$ cat src/design/idst_pkg.sv
// Shared types, request and status codes for the id slot table.
`timescale 1ns / 1ps
`default_nettype none

package idst_pkg;

	// default table depth
	localparam int DEPTH_DEF = 64;

	// port field widths
	localparam int ID_W  = 32;
	localparam int IDX_W = 6;

	typedef logic [1:0]       kind_t;
	typedef logic [1:0]       status_t;
	typedef logic [ID_W-1:0]  id_t;
	typedef logic [IDX_W-1:0] idx_t;

	// request kinds
	localparam kind_t KIND_APPEND   = 2'd0;
	localparam kind_t KIND_ADD_ZERO = 2'd1;
	localparam kind_t KIND_REPLACE  = 2'd2;
	localparam kind_t KIND_FIND     = 2'd3;

	// result status codes
	localparam status_t ST_OK        = 2'd0;
	localparam status_t ST_NOT_FOUND = 2'd1;
	localparam status_t ST_FULL      = 2'd2;
	localparam status_t ST_RANGE     = 2'd3;

endpackage

`default_nettype wire

$ cat src/design/id_slot_table_with_zero_reuse.sv
// Id slot table with zero reuse: a fill-from-zero table of 32-bit ids.
//
// Usage: drive kind, id_value and slot_index with start high; the request
// word is taken at a rising edge where start is high and busy is low.
// busy stays high while the request is worked on. Exactly one result word
// (result_index, status) follows, shown for one cycle with done high; the
// receiver cannot stall it, and a new request may be taken in that cycle.
// Append and replace resolve in the exec state, from which done is registered. Find and
// add-reusing-zero walk the filled slots through the table memory's single
// registered read port, one slot per cycle; the first hit ends the scan, and a
// full miss ends it once every filled slot has been read and compared. A miss on
// add-reusing-zero then appends in the same cycle.
// Reset clears the fill count and the sequencer; slot contents are not
// cleared, since only slots below the fill count are ever read.
// result_index carries the low 6 bits of the slot number.
`timescale 1ns / 1ps
`default_nettype none

module id_slot_table_with_zero_reuse #(
	parameter int TABLE_DEPTH = idst_pkg::DEPTH_DEF
) (
	input  wire logic            clk,
	input  wire logic            arst_n,
	input  wire logic            start,
	output logic                 busy,
	input  idst_pkg::kind_t      kind,
	input  idst_pkg::id_t        id_value,
	input  idst_pkg::idx_t       slot_index,
	output logic                 done,
	output idst_pkg::idx_t       result_index,
	output idst_pkg::status_t    status
);
	import idst_pkg::*;

	localparam int AW   = (TABLE_DEPTH > 1) ? $clog2(TABLE_DEPTH) : 1;
	localparam int CW   = $clog2(TABLE_DEPTH + 1);
	localparam int CMPW = (CW > IDX_W) ? CW : IDX_W;

	typedef enum logic [1:0] {S_IDLE, S_EXEC, S_SCAN} state_t;

	state_t          state_q;
	kind_t           kind_q;
	id_t             id_q;
	idx_t            slot_q;
	logic [CW-1:0]   fill_q;
	logic [CW-1:0]   ptr_q;
	logic            rvalid_q;
	logic [AW-1:0]   ridx_q;
	id_t             rdata_q;

	id_t             mem [TABLE_DEPTH];

	logic            mem_we;
	logic [AW-1:0]   waddr;
	logic            fill_inc;
	logic            fin;
	logic [CMPW-1:0] fin_idx;
	status_t         fin_st;
	logic            full;
	logic            ptr_live;
	logic [CMPW-1:0] slot_ext;
	logic [CMPW-1:0] fill_ext;
	id_t             target;
	logic            hit;

	assign busy     = (state_q != S_IDLE);
	assign full     = (fill_q == CW'(TABLE_DEPTH));
	assign ptr_live = (ptr_q < fill_q);
	assign slot_ext = CMPW'(slot_q);
	assign fill_ext = CMPW'(fill_q);
	assign target   = (kind_q == KIND_ADD_ZERO) ? '0 : id_q;
	assign hit      = rvalid_q && (rdata_q == target);

	// table memory: one write port, one registered read port
	always_ff @(posedge clk) begin
		if (mem_we) begin
			mem[waddr] <= id_q;
		end
		rdata_q <= mem[ptr_q[AW-1:0]];
	end

	// request resolution: write decision and result word
	always_comb begin
		mem_we   = 1'b0;
		waddr    = fill_q[AW-1:0];
		fill_inc = 1'b0;
		fin      = 1'b0;
		fin_idx  = '0;
		fin_st   = ST_OK;
		case (state_q)
			S_EXEC: begin
				fin = 1'b1;
				case (kind_q)
					KIND_REPLACE: begin
						if (slot_ext < fill_ext) begin
							mem_we  = 1'b1;
							waddr   = slot_ext[AW-1:0];
							fin_idx = slot_ext;
						end else begin
							fin_st = ST_RANGE;
						end
					end
					default: begin
						if (!full) begin
							mem_we   = 1'b1;
							fill_inc = 1'b1;
							fin_idx  = fill_ext;
						end else begin
							fin_st = ST_FULL;
						end
					end
				endcase
			end
			S_SCAN: begin
				if (hit) begin
					fin     = 1'b1;
					fin_idx = CMPW'(ridx_q);
					if (kind_q == KIND_ADD_ZERO) begin
						mem_we = 1'b1;
						waddr  = ridx_q;
					end
				end else if (!rvalid_q && !ptr_live) begin
					fin = 1'b1;
					if (kind_q == KIND_FIND) begin
						fin_st = ST_NOT_FOUND;
					end else if (!full) begin
						// no free slot: append instead
						mem_we   = 1'b1;
						fill_inc = 1'b1;
						fin_idx  = fill_ext;
					end else begin
						fin_st = ST_FULL;
					end
				end
			end
			default: begin
				fin = 1'b0;
			end
		endcase
	end

	// sequencer, scan pointer and result register
	always_ff @(posedge clk or negedge arst_n) begin
		if (!arst_n) begin
			state_q      <= S_IDLE;
			fill_q       <= '0;
			ptr_q        <= '0;
			rvalid_q     <= 1'b0;
			done         <= 1'b0;
			kind_q       <= KIND_APPEND;
			id_q         <= '0;
			slot_q       <= '0;
			ridx_q       <= '0;
			result_index <= '0;
			status       <= ST_OK;
		end else begin
			done <= fin;
			if (fill_inc) begin
				fill_q <= fill_q + 1'b1;
			end
			case (state_q)
				S_IDLE: begin
					if (start) begin
						kind_q   <= kind;
						id_q     <= id_value;
						slot_q   <= slot_index;
						ptr_q    <= '0;
						rvalid_q <= 1'b0;
						if (kind inside {KIND_ADD_ZERO, KIND_FIND}) begin
							state_q <= S_SCAN;
						end else begin
							state_q <= S_EXEC;
						end
					end
				end
				S_SCAN: begin
					// issue next slot read while comparing the previous one
					rvalid_q <= ptr_live;
					ridx_q   <= ptr_q[AW-1:0];
					if (ptr_live) begin
						ptr_q <= ptr_q + 1'b1;
					end
					if (fin) begin
						state_q <= S_IDLE;
					end
				end
				default: begin
					state_q <= S_IDLE;
				end
			endcase
			if (fin) begin
				result_index <= fin_idx[IDX_W-1:0];
				status       <= fin_st;
			end
		end
	end

`ifndef ASSERT_OFF
	// a result only follows a request in progress
	a_done_after_work: assert property (@(posedge clk) disable iff (!arst_n)
		done |-> $past(state_q != S_IDLE))
		else $error("result without request");

	// fill count never passes the depth
	a_fill_bound: assert property (@(posedge clk) disable iff (!arst_n)
		fill_q <= CW'(TABLE_DEPTH))
		else $error("fill count beyond depth");

	// fill count grows by at most one, and only when a result is produced
	a_fill_step: assert property (@(posedge clk) disable iff (!arst_n)
		(fill_q != $past(fill_q)) |-> (done && fill_q == $past(fill_q) + 1'b1))
		else $error("bad fill count step");

	// the table is written only while a request is in progress
	a_write_busy: assert property (@(posedge clk) disable iff (!arst_n)
		mem_we |-> busy)
		else $error("table write while idle");
`endif

endmodule

`default_nettype wire
$ cat config.mk
export PLATFORM = sky130hd
export DESIGN_NAME = id_slot_table_with_zero_reuse
export DESIGN_NICKNAME = d
export VERILOG_FILES = /design/src/design/idst_pkg.sv /design/src/design/id_slot_table_with_zero_reuse.sv
export SDC_FILE = /design/constraint.sdc
export NUM_CORES = 2
export LEC_CHECK = 0
export ABC_AREA = 1
export BUFFER_PORTS_ARGS = -buffer_cell sky130_fd_sc_hd__buf_2
export CORE_AREA = 2 2 353 618
export CTS_CLUSTER_DIAMETER = 120
export CTS_CLUSTER_SIZE = 16
export DETAILED_ROUTE_END_ITERATION = 10
export DIE_AREA = 0 0 355 620
export PLACE_DENSITY = 0.58
export SYNTH_ARGS = -nofsm -noshare
export SYNTH_HDL_FRONTEND = slang
export SYNTH_SLANG_ARGS = --single-unit
$ cat constraint.sdc
create_clock -name clk -period 5.6 [get_ports clk]
set_input_delay 0.28 -clock clk [delete_from_list [all_inputs] [get_ports clk]]
set_output_delay 0.28 -clock clk [all_outputs]
set_load 0.03 [all_outputs]
==> reports/results.tsv <==
metric	value	unit
Remaining Overflow, GRT	0	
Detail Route Antenna Nets	0	
Clock Power Share	0.221	
num ports	53	
Sink Count	2152	
gpl congestion	0.943	
Post-route DRC	0	
Util after Layout	0.440	
synthesis warning total	0	
crit path DAT	5.06	ns
wire per inst	28.8	um
half-perimeter wire length after placement	165000	um
met2 Use GR	0.415	
skew final	0.0219	ns
Final Max Slew Viols	0	
die area	220000	sq um
fin nets	6433	
latest clock arrival within the worst-skew pair	0.81	ns
NetSw	18.4	mW
# rows	226	
synth top area cells	edfxtp_1, nor2_1, o21ai_0	
clock period minus worst slack	4.63	ns
Filler cells	19211	
root buf cell	clkbuf_16	
Sw Ratio	0.385	
Worst-path clk slew	0.07	ns
Yosys reg bits	2152	
Die X	355	um
worst-case hold slack	0.0727	ns
sequential element share of the synthesized area	0.747	
Crit. End Element	flop	
drt total wl	267000	um
total power	47.8	mW
asr flop ratio synth	0.0335	
Tot GR Track Use	0.238	
period utilisation layout	0.827	
Reg power frac	0.444	
Inserted Clock Buffers	160	
Core Area	215000	sq um
Syn Nets	6412	
number of synthesized flops with an enable pin	2048	
post-CTS resize count	0	
Synth-to-Final Area Change	10.8	%
initial core utilization	0.397	
layer with the highest usage	met2	
final hold vios	0	
PD cells	504	nW/um^2
Synth cell types	46	
CTS tree	done	
top_reg_cell synth	edfxtp_1	
Vias	53807	
Combinational Power Share	0.335	
layout cells sized above 1	0.0866	
CTS max path bufs	4	
leakage power total	30.5	nW
first-pass GRT wire length	379000	um
met3 Use GR	0.0216	
vias in the first global route	52512	
H-Tree Depth	4	
via/cell ratio	5.80	
Synth top area share	0.718	
largest net degree at the start of global routing	183	
fmax	0.216	GHz
Die Ht	620	um
Worst Setup Start Kind	flop	
Avg Synthesized Cell Area	13.5	sq um
Iteration-0 DRC Markers	5446	
HP Class	input pin to flop	
VDD IR max	0.348	mV
crit path max fanout	32	
1st-pass router iterations	6	
GR Util met1	0.280	
RSZ-0062 raised after global routing	no	
Setup TNS Final	0	ns
Setup Viol. Count Final	0	
Worst Tran Pin Value	1.10	ns
MaxCap Viol Count	0	
status	completed	
WP data required	6.03	ns
cell area after synthesis	85600	sq um
P_int	29.4	mW
WS Path Type	flop to flop	
Port Buffers	52	
initial antenna violation count	9	
worst relative slew slack	0.262	
post-synth top area cell	edfxtp_1	
Post-Syn Instances	6352	
==> synthesized netlist by cell type (2+ instances only) <==
library cell and number:
a21oi_1 95, nor2_1 1257, xor2_1 7, a31oi_1 12
or2_2 3, clkinv_1 12, nand3_1 307, nor3b_1 2
dfxtp_1 32, nand3b_1 21, clkbuf_1 358, o221ai_1 211
buf_1 42, dfrtp_1 72, buf_6 2, edfxtp_1 2048
nor3_1 7, o22ai_1 2, buf_4 2, nor2_4 3
nand2_1 605, nand2_2 11, nand3_2 5, o31ai_1 6
o32ai_1 302, o211ai_1 50, o21ai_0 535, and3_1 3
nor4_1 2, mux2i_1 211, nand2_4 4, nand4_1 9
inv_1 52, buf_2 24, ha_1 17, a32o_1 8
nor2_2 4
==> logic make-up after synthesis <==
| group | share of synthesized area |
|---|---|
| AO/OA/AOI/OAI | 0.0968 |
| XOR/XNOR | 0.000716 |
| adder cells (fa/ha/maj) | 0.00248 |
| buffers and inverters | 0.0222 |
| flip-flops | 0.747 |
| multiplexers | 0.0247 |
| AND/OR/NAND/NOR | 0.106 |
==> power by group through the flow <==
stage | sequential [mW] | clock (mW) | combinational [mW]
global placement | 21.6 | 0 | 15.9
finish | 21.2 | 10.5 | 16.0
CTS | 21.2 | 10.7 | 16.0
detailed placement | 21.6 | 0 | 16.0
global route | 21.3 | 11.2 | 17.1
floorplan | 22.0 | 0 | 8.30
==> layout make-up <==
| class | instances | area [sq um] | area share |
|---|---|---|---|
| Clock inverter | 6 | 60.1 | 0.000633 |
| Sequential cell | 2152 | 64000 | 0.675 |
| Multi-Input combinational cell | 3708 | 20300 | 0.214 |
| Timing Repair Buffer | 287 | 2510 | 0.0264 |
| Inverter | 64 | 260 | 0.00274 |
| Antenna cell | 4 | 10.0 | 0.000106 |
| Tap cell | 2850 | 3570 | 0.0376 |
| Clock buffer | 200 | 4200 | 0.0442 |
==> critical path, stage by stage (launching register included) <==
cell and delay [ns]:
dfrtp_1 0.42, nand2_2 0.45, buf_12 0.24, nand2_1 0.06, nand2_1 0.12, nand2_1 0.07
nor2_1 0.23, nand2_1 0.11, inv_1 0.06, nand2_1 0.05, nor2_1 0.34, nand3_2 0.26
nand2_1 0.11, nand3_1 0.08, nand3_1 0.08, nand2_1 0.14, nor2_2 0.19, nand2_2 0.43
nor2_4 0.21, buf_4 0.47
==> final timing paths <==
path / start / end / slack (ns) / depth (start not counted)
max: kind_q[0]$_DFFE_PN0P_ / mem[39][12]$_DFFE_PP_ / 0.97 / 19
max in group asynchronous: arst_n / id_q[12]$_DFFE_PN0P_ / 3.94 / 3
max reg2reg: kind_q[0]$_DFFE_PN0P_ / mem[39][12]$_DFFE_PP_ / 0.97 / 19
min reg2reg: result_index[1]$_DFFE_PN0P_ / result_index[1]$_DFFE_PN0P_ / 0.50 / 2
min in group asynchronous: arst_n / id_q[29]$_DFFE_PN0P_ / 0.34 / 3
min: id_value[13] / id_q[13]$_DFFE_PN0P_ / 0.07 / 3
==> repair_timing <==
| item | CTS | global route |
|---|---|---|
| hold endpoints to repair | 113 | 0 |
| hold buffers | 42 | 0 |
| buffers inserted | 0 | 0 |
==> per-layer routing <==
| layer | vias up | share of wire |
|---|---|---|
| met4 | 2 | 0.076 |
| met3 | 479 | 0.048 |
| met1 | 27769 | 0.37 |
| li1 | 23734 | - |
| met2 | 1823 | 0.51 |
| met5 | - | 0.000049 |
==> layout by cell type, fill, tap and decap left out, types with 6 or more instances in the layout <==
master	synthesis	routed
o21ai_0	535	535
nor3_1	7	7
nand2_1	605	604
buf_2	24	51
clkbuf_1	358	38
nor2_1	1257	1191
clkbuf_16	0	162
buf_4	2	164
clkinv_1	12	9
o31ai_1	6	6
nand3b_1	21	21
o221ai_1	211	211
nand4_1	9	9
inv_6	0	7
dfxtp_1	32	32
nand3_1	307	307
nor2_4	3	68
mux2i_1	211	211
a21oi_1	95	95
a32o_1	8	8
ha_1	17	17
edfxtp_1	2048	2048
dlygate4sd3_1	0	42
inv_1	52	50
dfrtp_1	72	36
nand2_2	11	12
o211ai_1	50	50
a31oi_1	12	12
buf_12	0	30
o32ai_1	302	302
xor2_1	7	7
dfrtp_2	0	33
==> flip-flops by register name (all words and copies together), names as in the netlist <==
signal,flops
result_index,6
rvalid_q,1
slot_q,6
ptr_q,7
rdata_q,32
id_q,32
mem,2048
kind_q,2
state_q,2
status,2
fill_ext,7
ridx_q,6
done,1
==> per-stage QoR <==
stage	setup WS (ns)	instances	area, sq um
2_1_floorplan	1.30	6352	85600
3_3_place_gp	0.974	9019	90200
3_5_place_dp	1.02	9019	90200
4_1_cts	0.994	9267	94900
5_1_grt	0.719	9268	94900
6_report	0.970	9271	94900
Power figures use the tool's default switching activity.
